[config.mk]
export PLATFORM = sky130hd
export DESIGN_NAME = count_ordered_region_type_list_flat
export DESIGN_NICKNAME = d
export VERILOG_FILES = /design/src/corlt_pkg.sv /design/src/corlt_req_if.sv /design/src/corlt_rsp_if.sv /design/src/corlt_cell.sv /design/src/count_ordered_region_type_list.sv /design/src/flat_wrapper.sv
export SDC_FILE = /design/constraint.sdc
export NUM_CORES = 1
export LEC_CHECK = 0
export ABC_AREA = 1
export BUFFER_PORTS_ARGS = -buffer_cell sky130_fd_sc_hd__clkbuf_2
export CORE_MARGIN = 4
export CORE_UTILIZATION = 60
export CTS_BUF_LIST = sky130_fd_sc_hd__clkbuf_2 sky130_fd_sc_hd__clkbuf_4 sky130_fd_sc_hd__clkbuf_8
export DETAILED_ROUTE_END_ITERATION = 8
export PLACE_DENSITY = 0.79
export SLEW_MARGIN = 20
export SYNTH_ARGS = -nofsm -noshare
export SYNTH_HDL_FRONTEND = slang
export SYNTH_SLANG_ARGS = --single-unit
export TNS_END_PERCENT = 1
[constraint.sdc]
create_clock -name clk -period 3.2 [get_ports clk]
set_clock_uncertainty 0.2 [all_clocks]
set_input_delay 0.8 -clock clk [delete_from_list [all_inputs] [get_ports clk]]
set_output_delay 0.8 -clock clk [all_outputs]
set_load 0.005 [all_outputs]
[src/corlt_pkg.sv]
package corlt_pkg;

    // Type-table index carried by every list position (tables have eight entries)
    localparam int unsigned LIST_MAX   = 8;
    localparam int unsigned TYPE_IDX_W = 3;

    // Configuration port
    localparam int unsigned CFG_IDX_W  = 1;
    localparam int unsigned CFG_DATA_W = 2;
    localparam logic [CFG_IDX_W-1:0] REG_TECHNOLOGY = 1'b0;
    localparam logic [CFG_IDX_W-1:0] REG_FIRST_MATE = 1'b1;

    // Technology codes
    localparam logic [1:0] TECH_SHORT = 2'd0;
    localparam logic [1:0] TECH_COLOR = 2'd1;
    localparam logic [1:0] TECH_LONG  = 2'd2;

    typedef enum logic [1:0] {
        MODE_GET     = 2'd0,
        MODE_SUCCESS = 2'd1,
        MODE_CLEAR   = 2'd2,
        MODE_NONE    = 2'd3
    } mode_t;

    typedef enum logic [1:0] {
        OP_IDLE  = 2'd0,
        OP_HIT   = 2'd1,
        OP_CLEAR = 2'd2
    } cell_op_t;

    // Broadcast from the controller to every cell
    typedef struct packed {
        cell_op_t              op;
        logic                  fwd;
        logic [TYPE_IDX_W-1:0] id;
    } cell_cmd_t;

    // Type code: bit 2 upstream, bit 1 seq_inverse, bit 0 seq_complement
    localparam logic [2:0] TAB_SHORT_FWD [LIST_MAX] = '{3'd7, 3'd3, 3'd4, 3'd0,
                                                         3'd5, 3'd1, 3'd2, 3'd6};
    localparam logic [2:0] TAB_SHORT_REV [LIST_MAX] = '{3'd0, 3'd4, 3'd3, 3'd7,
                                                         3'd2, 3'd6, 3'd5, 3'd1};
    localparam logic [2:0] TAB_ALT_FWD   [LIST_MAX] = '{3'd4, 3'd0, 3'd7, 3'd3,
                                                         3'd6, 3'd2, 3'd5, 3'd1};
    localparam logic [2:0] TAB_ALT_REV   [LIST_MAX] = '{3'd3, 3'd7, 3'd0, 3'd4,
                                                         3'd1, 3'd5, 3'd2, 3'd6};

    function automatic logic [2:0] type_code(
        input logic [1:0]            tech,
        input logic                  first_mate,
        input logic                  fwd,
        input logic [TYPE_IDX_W-1:0] idx
    );
        logic alt;
        logic mirror;
        alt    = 1'b0;
        mirror = 1'b0;
        unique case (tech)
            TECH_COLOR:
            begin
                alt    = first_mate;
                mirror = !first_mate;
            end
            TECH_LONG:
            begin
                alt    = !first_mate;
                mirror = first_mate;
            end
            default:
            begin
                alt    = 1'b0;
                mirror = 1'b0;
            end
        endcase
        if (alt)
        begin
            return fwd ? TAB_ALT_FWD[idx] : TAB_ALT_REV[idx];
        end
        // second arrangement swaps the short-read tables between directions
        if (fwd ^ mirror)
        begin
            return TAB_SHORT_FWD[idx];
        end
        return TAB_SHORT_REV[idx];
    endfunction

endpackage

[src/corlt_req_if.sv]
interface corlt_req_if;
    logic       valid;
    logic       ready;
    logic [1:0] mode;
    logic       anchor_forward;

    modport source (output valid, output mode, output anchor_forward, input ready);
    modport sink   (input valid, input mode, input anchor_forward, output ready);
endinterface

[src/corlt_rsp_if.sv]
interface corlt_rsp_if;
    logic valid;
    logic ready;
    logic ok;
    logic upstream;
    logic seq_inverse;
    logic seq_complement;

    modport source (output valid, output ok, output upstream, output seq_inverse,
                    output seq_complement, input ready);
    modport sink   (input valid, input ok, input upstream, input seq_inverse,
                    input seq_complement, output ready);
endinterface

[src/corlt_cell.sv]
// One list position for both lists: order entry and hit count.
// Trades contents with the left neighbor when its own count overtakes it.
module corlt_cell #(
    parameter int unsigned POS       = 0,
    parameter int unsigned HIT_WIDTH = 16
) (
    input  logic                             clk,
    input  logic                             rst_n,
    input  corlt_pkg::cell_cmd_t             cmd,
    input  logic [HIT_WIDTH-1:0]             left_hits,
    input  logic [corlt_pkg::TYPE_IDX_W-1:0] left_order,
    input  logic                             right_swap,
    input  logic [HIT_WIDTH-1:0]             right_hits,
    input  logic [corlt_pkg::TYPE_IDX_W-1:0] right_order,
    output logic [HIT_WIDTH-1:0]             cur_hits,
    output logic [corlt_pkg::TYPE_IDX_W-1:0] cur_order,
    output logic [HIT_WIDTH-1:0]             inc_hits,
    output logic                             swap_up
);

    localparam logic [corlt_pkg::TYPE_IDX_W-1:0] POS_IDX = corlt_pkg::TYPE_IDX_W'(POS);

    logic [HIT_WIDTH-1:0]             fwd_hits_reg, fwd_hits_next;
    logic [HIT_WIDTH-1:0]             rev_hits_reg, rev_hits_next;
    logic [corlt_pkg::TYPE_IDX_W-1:0] fwd_order_reg, fwd_order_next;
    logic [corlt_pkg::TYPE_IDX_W-1:0] rev_order_reg, rev_order_next;

    logic                             target;
    logic [HIT_WIDTH-1:0]             new_hits;
    logic [corlt_pkg::TYPE_IDX_W-1:0] new_order;
    logic                             change;

    assign cur_hits  = cmd.fwd ? fwd_hits_reg  : rev_hits_reg;
    assign cur_order = cmd.fwd ? fwd_order_reg : rev_order_reg;
    assign inc_hits  = (cur_hits == {HIT_WIDTH{1'b1}}) ? cur_hits : cur_hits + 1'b1;
    assign target    = (cmd.op == corlt_pkg::OP_HIT) && (cmd.id == POS_IDX);
    // front position never moves
    assign swap_up   = target && (POS != 0) && (inc_hits > left_hits);

    always_comb
    begin
        new_hits  = cur_hits;
        new_order = cur_order;
        change    = 1'b0;
        if (swap_up)
        begin
            new_hits  = left_hits;
            new_order = left_order;
            change    = 1'b1;
        end
        else if (target)
        begin
            new_hits = inc_hits;
            change   = 1'b1;
        end
        else if (right_swap && (cmd.op == corlt_pkg::OP_HIT))
        begin
            new_hits  = right_hits;
            new_order = right_order;
            change    = 1'b1;
        end

        fwd_hits_next  = fwd_hits_reg;
        rev_hits_next  = rev_hits_reg;
        fwd_order_next = fwd_order_reg;
        rev_order_next = rev_order_reg;
        if (cmd.op == corlt_pkg::OP_CLEAR)
        begin
            fwd_hits_next  = '0;
            rev_hits_next  = '0;
            fwd_order_next = POS_IDX;
            rev_order_next = POS_IDX;
        end
        else if (change && cmd.fwd)
        begin
            fwd_hits_next  = new_hits;
            fwd_order_next = new_order;
        end
        else if (change)
        begin
            rev_hits_next  = new_hits;
            rev_order_next = new_order;
        end
    end

    always_ff @(posedge clk or negedge rst_n)
    begin
        if (!rst_n)
        begin
            fwd_hits_reg  <= '0;
            rev_hits_reg  <= '0;
            fwd_order_reg <= POS_IDX;
            rev_order_reg <= POS_IDX;
        end
        else
        begin
            fwd_hits_reg  <= fwd_hits_next;
            rev_hits_reg  <= rev_hits_next;
            fwd_order_reg <= fwd_order_next;
            rev_order_reg <= rev_order_next;
        end
    end

endmodule

[src/count_ordered_region_type_list.sv]
// Count-ordered region type lists, one for forward anchors, one for reverse.
// req channel: mode (get / success / clear) and anchor_forward pick the
// operation and the list. rsp channel: one transaction per request with ok
// and the three region flags (flags are zero unless a get hands out a type).
// cfg port: cfg_we, cfg_index, cfg_data select the type tables; write it
// only while no request is outstanding.
// The response is registered and shows in the cycle after the request
// transaction. The block takes one request per cycle while no response is
// held or the held one is taken; all work is done by the row of position
// cells, with the left-neighbor swap resolved between adjacent cells.
// When rsp stalls, req.ready drops while a response is held and comes back
// in the cycle the response is taken; no response is lost or repeated.
// Reset: lists return to identity order, hit counts and cursors clear,
// technology goes to short paired reads and first_mate to 1. No clearing
// pass is needed; the block takes requests right after reset.
module count_ordered_region_type_list #(
    parameter int unsigned NUM_TYPES = 6,
    parameter int unsigned HIT_WIDTH = 16
) (
    input  logic                             clk,
    input  logic                             rst_n,
    corlt_req_if.sink                        req,
    corlt_rsp_if.source                      rsp,
    input  logic                             cfg_we,
    input  logic [corlt_pkg::CFG_IDX_W-1:0]  cfg_index,
    input  logic [corlt_pkg::CFG_DATA_W-1:0] cfg_data
);

    localparam int unsigned CUR_W = $clog2(NUM_TYPES + 1);
    localparam int unsigned IDX_W = $clog2(NUM_TYPES);
    localparam logic [CUR_W-1:0] CUR_END = CUR_W'(NUM_TYPES);

    logic [1:0]       tech_reg;
    logic             first_mate_reg;
    logic [CUR_W-1:0] fwd_cursor_reg, fwd_cursor_next;
    logic [CUR_W-1:0] rev_cursor_reg, rev_cursor_next;
    logic             fwd_taken_reg, fwd_taken_next;
    logic             rev_taken_reg, rev_taken_next;
    logic             rsp_valid_reg, rsp_valid_next;
    logic             ok_reg, ok_next;
    logic [2:0]       code_reg, code_next;

    logic                             accept;
    corlt_pkg::mode_t                 mode;
    logic                             fwd;
    logic [CUR_W-1:0]                 cursor;
    logic [CUR_W-1:0]                 cursor_m1;
    logic                             taken;
    logic [CUR_W-1:0]                 cursor_upd;
    logic                             taken_upd;
    logic                             upd_sel;
    corlt_pkg::cell_cmd_t             cmd;
    logic [corlt_pkg::TYPE_IDX_W-1:0] pick_order;

    logic [HIT_WIDTH-1:0]             cur_hits  [NUM_TYPES];
    logic [corlt_pkg::TYPE_IDX_W-1:0] cur_order [NUM_TYPES];
    logic [HIT_WIDTH-1:0]             inc_hits  [NUM_TYPES];
    logic                             swap_up   [NUM_TYPES];

    assign req.ready          = !rsp_valid_reg || rsp.ready;
    assign accept             = req.valid && req.ready;
    assign mode               = corlt_pkg::mode_t'(req.mode);
    assign fwd                = req.anchor_forward;
    assign cursor             = fwd ? fwd_cursor_reg : rev_cursor_reg;
    assign taken              = fwd ? fwd_taken_reg : rev_taken_reg;
    assign cursor_m1          = cursor - 1'b1;
    assign pick_order         = cur_order[cursor[IDX_W-1:0]];

    assign rsp.valid          = rsp_valid_reg;
    assign rsp.ok             = ok_reg;
    assign rsp.upstream       = code_reg[2];
    assign rsp.seq_inverse    = code_reg[1];
    assign rsp.seq_complement = code_reg[0];

    always_comb
    begin
        cmd.op     = corlt_pkg::OP_IDLE;
        cmd.fwd    = fwd;
        cmd.id     = corlt_pkg::TYPE_IDX_W'(cursor_m1);
        cursor_upd = cursor;
        taken_upd  = taken;
        upd_sel    = 1'b0;
        ok_next    = 1'b0;
        code_next  = 3'd0;
        unique case (mode)
            corlt_pkg::MODE_GET:
            begin
                upd_sel = 1'b1;
                if (cursor == CUR_END)
                begin
                    taken_upd = 1'b0;
                end
                else
                begin
                    cursor_upd = cursor + 1'b1;
                    taken_upd  = 1'b1;
                    ok_next    = 1'b1;
                    code_next  = corlt_pkg::type_code(tech_reg, first_mate_reg, fwd,
                                                      pick_order);
                end
            end
            corlt_pkg::MODE_SUCCESS:
            begin
                if (taken && (cursor != '0))
                begin
                    cmd.op     = corlt_pkg::OP_HIT;
                    upd_sel    = 1'b1;
                    cursor_upd = '0;
                    taken_upd  = 1'b0;
                    ok_next    = 1'b1;
                end
            end
            corlt_pkg::MODE_CLEAR:
            begin
                cmd.op = corlt_pkg::OP_CLEAR;
            end
            default:
            begin
                cmd.op = corlt_pkg::OP_IDLE;
            end
        endcase
        if (!accept)
        begin
            cmd.op  = corlt_pkg::OP_IDLE;
            upd_sel = 1'b0;
        end

        fwd_cursor_next = fwd_cursor_reg;
        rev_cursor_next = rev_cursor_reg;
        fwd_taken_next  = fwd_taken_reg;
        rev_taken_next  = rev_taken_reg;
        if (cmd.op == corlt_pkg::OP_CLEAR)
        begin
            fwd_cursor_next = '0;
            rev_cursor_next = '0;
            fwd_taken_next  = 1'b0;
            rev_taken_next  = 1'b0;
        end
        else if (upd_sel && fwd)
        begin
            fwd_cursor_next = cursor_upd;
            fwd_taken_next  = taken_upd;
        end
        else if (upd_sel)
        begin
            rev_cursor_next = cursor_upd;
            rev_taken_next  = taken_upd;
        end

        rsp_valid_next = rsp_valid_reg && !rsp.ready;
        if (accept)
        begin
            rsp_valid_next = 1'b1;
        end
    end

    genvar g;
    generate
        for (g = 0; g < NUM_TYPES; g++)
        begin : g_cell
            logic [HIT_WIDTH-1:0]             left_hits;
            logic [corlt_pkg::TYPE_IDX_W-1:0] left_order;
            logic                             right_swap;
            logic [HIT_WIDTH-1:0]             right_hits;
            logic [corlt_pkg::TYPE_IDX_W-1:0] right_order;

            if (g == 0)
            begin : g_head
                assign left_hits  = {HIT_WIDTH{1'b1}};
                assign left_order = '0;
            end
            else
            begin : g_body
                assign left_hits  = cur_hits[g-1];
                assign left_order = cur_order[g-1];
            end

            if (g == NUM_TYPES - 1)
            begin : g_tail
                assign right_swap  = 1'b0;
                assign right_hits  = '0;
                assign right_order = '0;
            end
            else
            begin : g_link
                assign right_swap  = swap_up[g+1];
                assign right_hits  = inc_hits[g+1];
                assign right_order = cur_order[g+1];
            end

            corlt_cell #(
                .POS       (g),
                .HIT_WIDTH (HIT_WIDTH)
            ) u_cell (
                .clk         (clk),
                .rst_n       (rst_n),
                .cmd         (cmd),
                .left_hits   (left_hits),
                .left_order  (left_order),
                .right_swap  (right_swap),
                .right_hits  (right_hits),
                .right_order (right_order),
                .cur_hits    (cur_hits[g]),
                .cur_order   (cur_order[g]),
                .inc_hits    (inc_hits[g]),
                .swap_up     (swap_up[g])
            );
        end
    endgenerate

    always_ff @(posedge clk or negedge rst_n)
    begin
        if (!rst_n)
        begin
            tech_reg       <= corlt_pkg::TECH_SHORT;
            first_mate_reg <= 1'b1;
        end
        else if (cfg_we)
        begin
            unique case (cfg_index)
                corlt_pkg::REG_TECHNOLOGY: tech_reg       <= cfg_data;
                corlt_pkg::REG_FIRST_MATE: first_mate_reg <= cfg_data[0];
                default:                   tech_reg       <= tech_reg;
            endcase
        end
    end

    always_ff @(posedge clk or negedge rst_n)
    begin
        if (!rst_n)
        begin
            fwd_cursor_reg <= '0;
            rev_cursor_reg <= '0;
            fwd_taken_reg  <= 1'b0;
            rev_taken_reg  <= 1'b0;
            rsp_valid_reg  <= 1'b0;
        end
        else
        begin
            fwd_cursor_reg <= fwd_cursor_next;
            rev_cursor_reg <= rev_cursor_next;
            fwd_taken_reg  <= fwd_taken_next;
            rev_taken_reg  <= rev_taken_next;
            rsp_valid_reg  <= rsp_valid_next;
        end
    end

    always_ff @(posedge clk)
    begin
        if (accept)
        begin
            ok_reg   <= ok_next;
            code_reg <= code_next;
        end
    end

endmodule

[src/flat_wrapper.sv]
// flat-port wrapper written by rule: the top's interface ports become plain ports
module count_ordered_region_type_list_flat 
#(
    parameter int unsigned NUM_TYPES = 6,
    parameter int unsigned HIT_WIDTH = 16
)
  (clk, rst_n, cfg_we, cfg_index, cfg_data, req_valid, req_mode, req_anchor_forward, req_ready, rsp_valid, rsp_ok, rsp_upstream, rsp_seq_inverse, rsp_seq_complement, rsp_ready);
  corlt_req_if req_i ();
  corlt_rsp_if rsp_i ();
  input  logic clk;
  input  logic rst_n;
  input  logic cfg_we;
  input  logic [corlt_pkg::CFG_IDX_W-1:0] cfg_index;
  input  logic [corlt_pkg::CFG_DATA_W-1:0] cfg_data;
  input wire logic [$bits(req_i.valid)-1:0] req_valid;
  input wire logic [$bits(req_i.mode)-1:0] req_mode;
  input wire logic [$bits(req_i.anchor_forward)-1:0] req_anchor_forward;
  output wire logic [$bits(req_i.ready)-1:0] req_ready;
  output wire logic [$bits(rsp_i.valid)-1:0] rsp_valid;
  output wire logic [$bits(rsp_i.ok)-1:0] rsp_ok;
  output wire logic [$bits(rsp_i.upstream)-1:0] rsp_upstream;
  output wire logic [$bits(rsp_i.seq_inverse)-1:0] rsp_seq_inverse;
  output wire logic [$bits(rsp_i.seq_complement)-1:0] rsp_seq_complement;
  input wire logic [$bits(rsp_i.ready)-1:0] rsp_ready;
  assign req_i.valid = req_valid;
  assign req_i.mode = req_mode;
  assign req_i.anchor_forward = req_anchor_forward;
  assign req_ready = req_i.ready;
  assign rsp_valid = rsp_i.valid;
  assign rsp_ok = rsp_i.ok;
  assign rsp_upstream = rsp_i.upstream;
  assign rsp_seq_inverse = rsp_i.seq_inverse;
  assign rsp_seq_complement = rsp_i.seq_complement;
  assign rsp_i.ready = rsp_ready;
  count_ordered_region_type_list #(.NUM_TYPES(NUM_TYPES), .HIT_WIDTH(HIT_WIDTH)) u_core (.clk(clk), .rst_n(rst_n), .req(req_i), .rsp(rsp_i), .cfg_we(cfg_we), .cfg_index(cfg_index), .cfg_data(cfg_data));
endmodule
==> results of run 1 <==
==> kinds of logic after synthesis <==
family / count (synthesis)
and+or+nand+nor: 2129
buffers and inverters: 538
AOI/OAI and AO/OA: 336
DFF: 244
adders and majority gates: 92
xor gates and xnor gates: 30
muxes: 7
==> stage by stage <==
stage | utilization, % | cells
floorplan | - | 3376
global placement | 76.9 | 4325
detailed placement | 76.9 | 4325
CTS | 86.4 | 4481
==> routing by layer <==
layer / overflow / global-route usage (%)
met1: 0 / 74.5
met2: 37 / 88.6
met3: 6 / 58.6
met4: 20 / 72.1
met5: 0 / 42.5
==> what timing repair did <==
action	in CTS
pin swaps	118
buffers inserted	56
gates cloned	18
hold endpoints to repair	62
setup endpoints to repair	228
resized for setup	390
hold buffers	1
==> impl_metrics.env, run 1 <==
export IMPL_failing_step="global routing (5_1_grt)"
export IMPL_cts_buffer_depth=3
export IMPL_synthArstFlopShare_pct=98.4
export IMPL_crit_endpoint="u_core.g_cell[1].u_cell.rev_order_reg[0]$_DFFE_PN1P_/D"
export IMPL_dp_slack_ns=-1.43
export IMPL_endpoint_type="register data pin"
export IMPL_initial_core_util_pct=61.2
export IMPL_yosys_area_share_simple_pct=43.2
export IMPL_synthMostInstantiatedCell="nand2_1"
export IMPL_rows=67
export IMPL_grt_start_max_net_pins=73
export IMPL_hpwl_mm=59.1
export IMPL_root_buffer="clkbuf_8"
export IMPL_synth_fp_nets=3479
export IMPL_ys_ff_latch=244
export IMPL_grt_use_total_pct=73.9
export IMPL_synth_compound_area_share_pct=8.65
export IMPL_htreeDepth=2
export IMPL_overflow=63
export IMPL_numClockSinks=244
export IMPL_syn_area_um2=20600
export IMPL_die_y_um=193
export IMPL_synth_xor_area_share_pct=1.31
export IMPL_yosys_warnings=0
export IMPL_io_buffers=16
export IMPL_io_pins=17
export IMPL_synth_top_cells_by_area="dfrtp_1 27%, nand2_1 25%, nand3_1 10%, inv_1 6.8%, ha_1 5.6%"
export IMPL_synthCells=3376
export IMPL_place_congestion=1.02
export IMPL_synth_adder_area_share_pct=5.58
export IMPL_firstError="[ERROR GRT-0232] Routing congestion too high. Check the congestion heatmap in the GUI."
export IMPL_synth_ff_type="dfrtp_1"
export IMPL_yosysSeqAreaShare_pct=29.8
export IMPL_synth_area_mux_share_pct=0.346
export IMPL_synth_cell_types=45
export IMPL_synth_edf_count=4
export IMPL_yosys_area_top_type="dfrtp_1"
export IMPL_status="stopped before the end"
export IMPL_synthTopCellsByCount="1,393 x nand2_1, 420 x nand3_1, 375 x inv_1, 225 x dfrtp_1, 180 x nor2_1"
export IMPL_synth_top_family_by_area="simple AND/OR/NAND/NOR gates"
export IMPL_syn_avg_cell_area_um2=6.11
export IMPL_die_w_um=193
export IMPL_synth_top_cell_area_share_pct=27.3
export IMPL_cts_buffers=44
export IMPL_dpl_cell_area_um2=25900
==> run 2: changes to the inputs <==
CORE_UTILIZATION = 40   (was 60)
CTS_BUF_LIST = not set   (was sky130_fd_sc_hd__clkbuf_2 sky130_fd_sc_hd__clkbuf_4 sky130_fd_sc_hd__clkbuf_8)
PLACE_DENSITY = not set   (was 0.79)
PLACE_DENSITY_LB_ADDON = 0.15   (was not set)
clock period = 4.2 ns   (was 3.2 ns; I/O delays follow)
==> run 2 against run 1 <==
The run now ends clean. Synthesized cell count unchanged. Area after synthesis unchanged.
==> impl_metrics.env, run 2 <==
export IMPL_status="complete, no violations"
export IMPL_grt_pass1_vias=22779
export IMPL_r2r_slack_ns=0.50
export IMPL_power_frac_clock_pct=31.3
export IMPL_synthArstFlopShare_pct=98.4
export IMPL_synth_fp_nets=3479
export IMPL_syn_avg_cell_area_um2=6.11
export IMPL_clock_latency_ns=0.59
export IMPL_ys_ff_latch=244
export IMPL_synth_edf_count=4
export IMPL_drtPass1Iterations=5
export IMPL_final_core_util_pct=54.2
export IMPL_die_w_um=235
export IMPL_power_density_nw_per_um2=320
export IMPL_cts_buffer_depth=3
export IMPL_p_seq_share_pct=33.1
export IMPL_wl_met1_mm=33.7
export IMPL_drt_iter0_drc=2031
export IMPL_startpoint="req_anchor_forward"
export IMPL_yosys_warnings=0
export IMPL_setup_violations=0
export IMPL_numClockSinks=244
export IMPL_cts_tree="done"
export IMPL_sw_frac_of_total_pct=35.9
export IMPL_required_ns=4.47
export IMPL_place_congestion=0.960
export IMPL_drtAntennaViolNets=0
export IMPL_worst_pin_slew_ns=0.756
export IMPL_met2WireLength_mm=38.2
export IMPL_routedWlPerCell_um=17.2
export IMPL_antenna_found_initial=0
export IMPL_cts_buffers=30
export IMPL_antennaDiodeCount=0
export IMPL_maxCapViolations=0
export IMPL_yosysSeqAreaShare_pct=29.8
export IMPL_drive_gt1_share_pct=22.9
export IMPL_combPwrFrac_pct=35.6
export IMPL_slowest_stage="nor2_4"
export IMPL_vdd_drop_max_uv=308
export IMPL_dp_slack_ns=-0.974
export IMPL_overflow=0
export IMPL_multiInputGateArea_um2=13000
export IMPL_fin_nets=3934
export IMPL_hold_violations=0
export IMPL_top_layer_used="met4"
export IMPL_intPower_mw=5.62
export IMPL_finalMaxSlewViolations=0
export IMPL_tns_ns=0
export IMPL_power_leakage_nw=14.9
export IMPL_viasPerCell=5.22
export IMPL_hold_path_class="in2async"
export IMPL_root_buffer="clkbuf_16"
export IMPL_die_y_um=235
export IMPL_crit_fanout=21
export IMPL_core_area_um2=50600
export IMPL_power_mw=8.78
export IMPL_totalWireLength_mm=77.9
export IMPL_start_kind="input pin"
export IMPL_synth_cell_types=45
export IMPL_synth_top_cells_by_area="dfrtp_1 27%, nand2_1 25%, nand3_1 10%, inv_1 6.8%, ha_1 5.6%"
export IMPL_syn_area_um2=20600
export IMPL_rows=82
export IMPL_endpoint_kind="flip-flop"
export IMPL_register_area_um2=6140
export IMPL_clk_pin_slew_ns=0.06
export IMPL_synthTopCellsByCount="1,393 x nand2_1, 420 x nand3_1, 375 x inv_1, 225 x dfrtp_1, 180 x nor2_1"
export IMPL_critPathTopFamily="simple AND/OR/NAND/NOR gates"
export IMPL_hpwl_mm=59.4
export IMPL_p_switching_mw=3.15
export IMPL_grt_pass1_wl_mm=122
export IMPL_critPathMaxStageDelay_ns=0.29
export IMPL_die_area_um2=55300
export IMPL_synthCells=3376
export IMPL_r2r_start="u_core.g_cell[2].u_cell.rev_hits_reg[4]"
export IMPL_synthMostInstantiatedCell="nand2_1"
export IMPL_cts_hold_buf=0
export IMPL_min_period_ns=4.14
export IMPL_syn_to_final_growth_pct=33.0
export IMPL_fmax_mhz=242
export IMPL_synth_top_cell_area_share_pct=27.3
export IMPL_io_buffers=16
export IMPL_yosys_area_top_type="dfrtp_1"
export IMPL_layout_common_cells="1,332 x nand2_1, 481 x buf_4, 406 x nand3_1"
export IMPL_cp_data_arrival_time_ns=4.41
export IMPL_grt_setup_unrepaired="yes"
export IMPL_timing_hold_ws_ns=0.234
export IMPL_wl_met3_mm=3.14
export IMPL_critPathMostFrequentCell="nand2_1"
export IMPL_route_detailed_drc=0
export IMPL_grt_start_max_net_pins=87
export IMPL_vias=23614
export IMPL_final_common_cell="nand2_1"
export IMPL_initial_core_util_pct=40.8
export IMPL_io_pins=17
export IMPL_htreeDepth=1
export IMPL_period_share_pct=98.6
export IMPL_synth_ff_type="dfrtp_1"
export IMPL_crit_type="in2reg"
export IMPL_setup_ws_ns=0.0599
export IMPL_slew_headroom_pct=49.6
export IMPL_fillers=5088
export IMPL_path_buf_inv=9
export IMPL_grt_use_total_pct=26.6
==> run 2: through the flow <==
step / cell area (um2) / std cells
3_5_place_dp: 25300 / 4446
3_3_place_gp: 25300 / 4446
6_report: 27400 / 4524
5_1_grt: 27400 / 4524
4_1_cts: 26500 / 4499
2_1_floorplan: 21000 / 3376
==> run 2: power groups by stage <==
stage / clock [mW] / sequential, mW / combinational, mW
6_report: 2.74 / 2.90 / 3.13
5_1_grt: 2.90 / 2.94 / 3.50
4_1_cts: 2.79 / 2.89 / 2.92
3_5_place_dp: 0 / 2.93 / 2.88
3_3_place_gp: 0 / 2.92 / 2.83
2_1_floorplan: 0 / 2.87 / 1.67
==> run 2: repair_timing <==
item,in CTS,in global routing
resized for setup,34,217
setup buffers,0,20
setup endpoints to repair,168,228
pin swaps,0,43
cloned,0,5
==> run 2: final timing paths <==
check / endpoint / cells past startpoint
worst max-delay path: u_core.g_cell[1].u_cell.fwd_hits_reg[15] / 27
worst min-delay path: u_core.g_cell[5].u_cell.fwd_hits_reg[9] / 1
worst max register to register: u_core.g_cell[1].u_cell.fwd_hits_reg[15] / 24
worst min register to register: u_core.g_cell[2].u_cell.fwd_order_reg[1] / 2
max in group asynchronous: u_core.g_cell[3].u_cell.fwd_order_reg[1] / 2
min in group clk: u_core.g_cell[2].u_cell.fwd_order_reg[1] / 2
==> run 2: cells by family (layout without fill, tap and decap cells) <==
logic type,count (synthesis),in the layout,synth area share (%)
AND/OR/NAND/NOR,2129,2129,43.2
buffers and inverters,538,1014,11.1
AO/OA/AOI/OAI,336,336,8.65
flip-flops,244,244,29.8
adder cells (fa/ha/maj),92,92,5.58
XOR/XNOR,30,30,1.31
multiplexers,7,7,0.346
==> run 2: layout make-up <==
cell class	count	area share, %
inverters	401	5.65
multi-input cells	2594	47.5
flip-flops and latches	244	22.4
clock inverters	10	0.520
clock buffers	43	3.21
well taps	672	3.06
repair buffers	560	17.7
==> run 2: worst register-to-register path, cell delays in order (launching register included) <==
cell and delay, ns:
dfrtp_1 0.40, inv_1 0.05, nand2_1 0.09, nand2_2 0.10
nor2_2 0.17, nand2_1 0.11, nor2_4 0.16, inv_2 0.07
nor2_4 0.26, a21oi_2 0.10, buf_4 0.16, inv_1 0.05
ha_1 0.23, a21oi_1 0.13, o21ai_0 0.11, a21oi_2 0.28
nand2_2 0.13, nand2_4 0.13, buf_12 0.17, buf_4 0.13
nand3_1 0.07, nand3_1 0.09, nand2_1 0.07, nand3_1 0.08
nand2_1 0.06
==> run 2: layer usage <==
layer,GRT usage (%),up-vias
met5,0,-
met4,8.92,0
met3,2.35,149
met2,46.5,638
met1,34.8,11168
li1,-,11659
(Power assumes the default switching activity.)
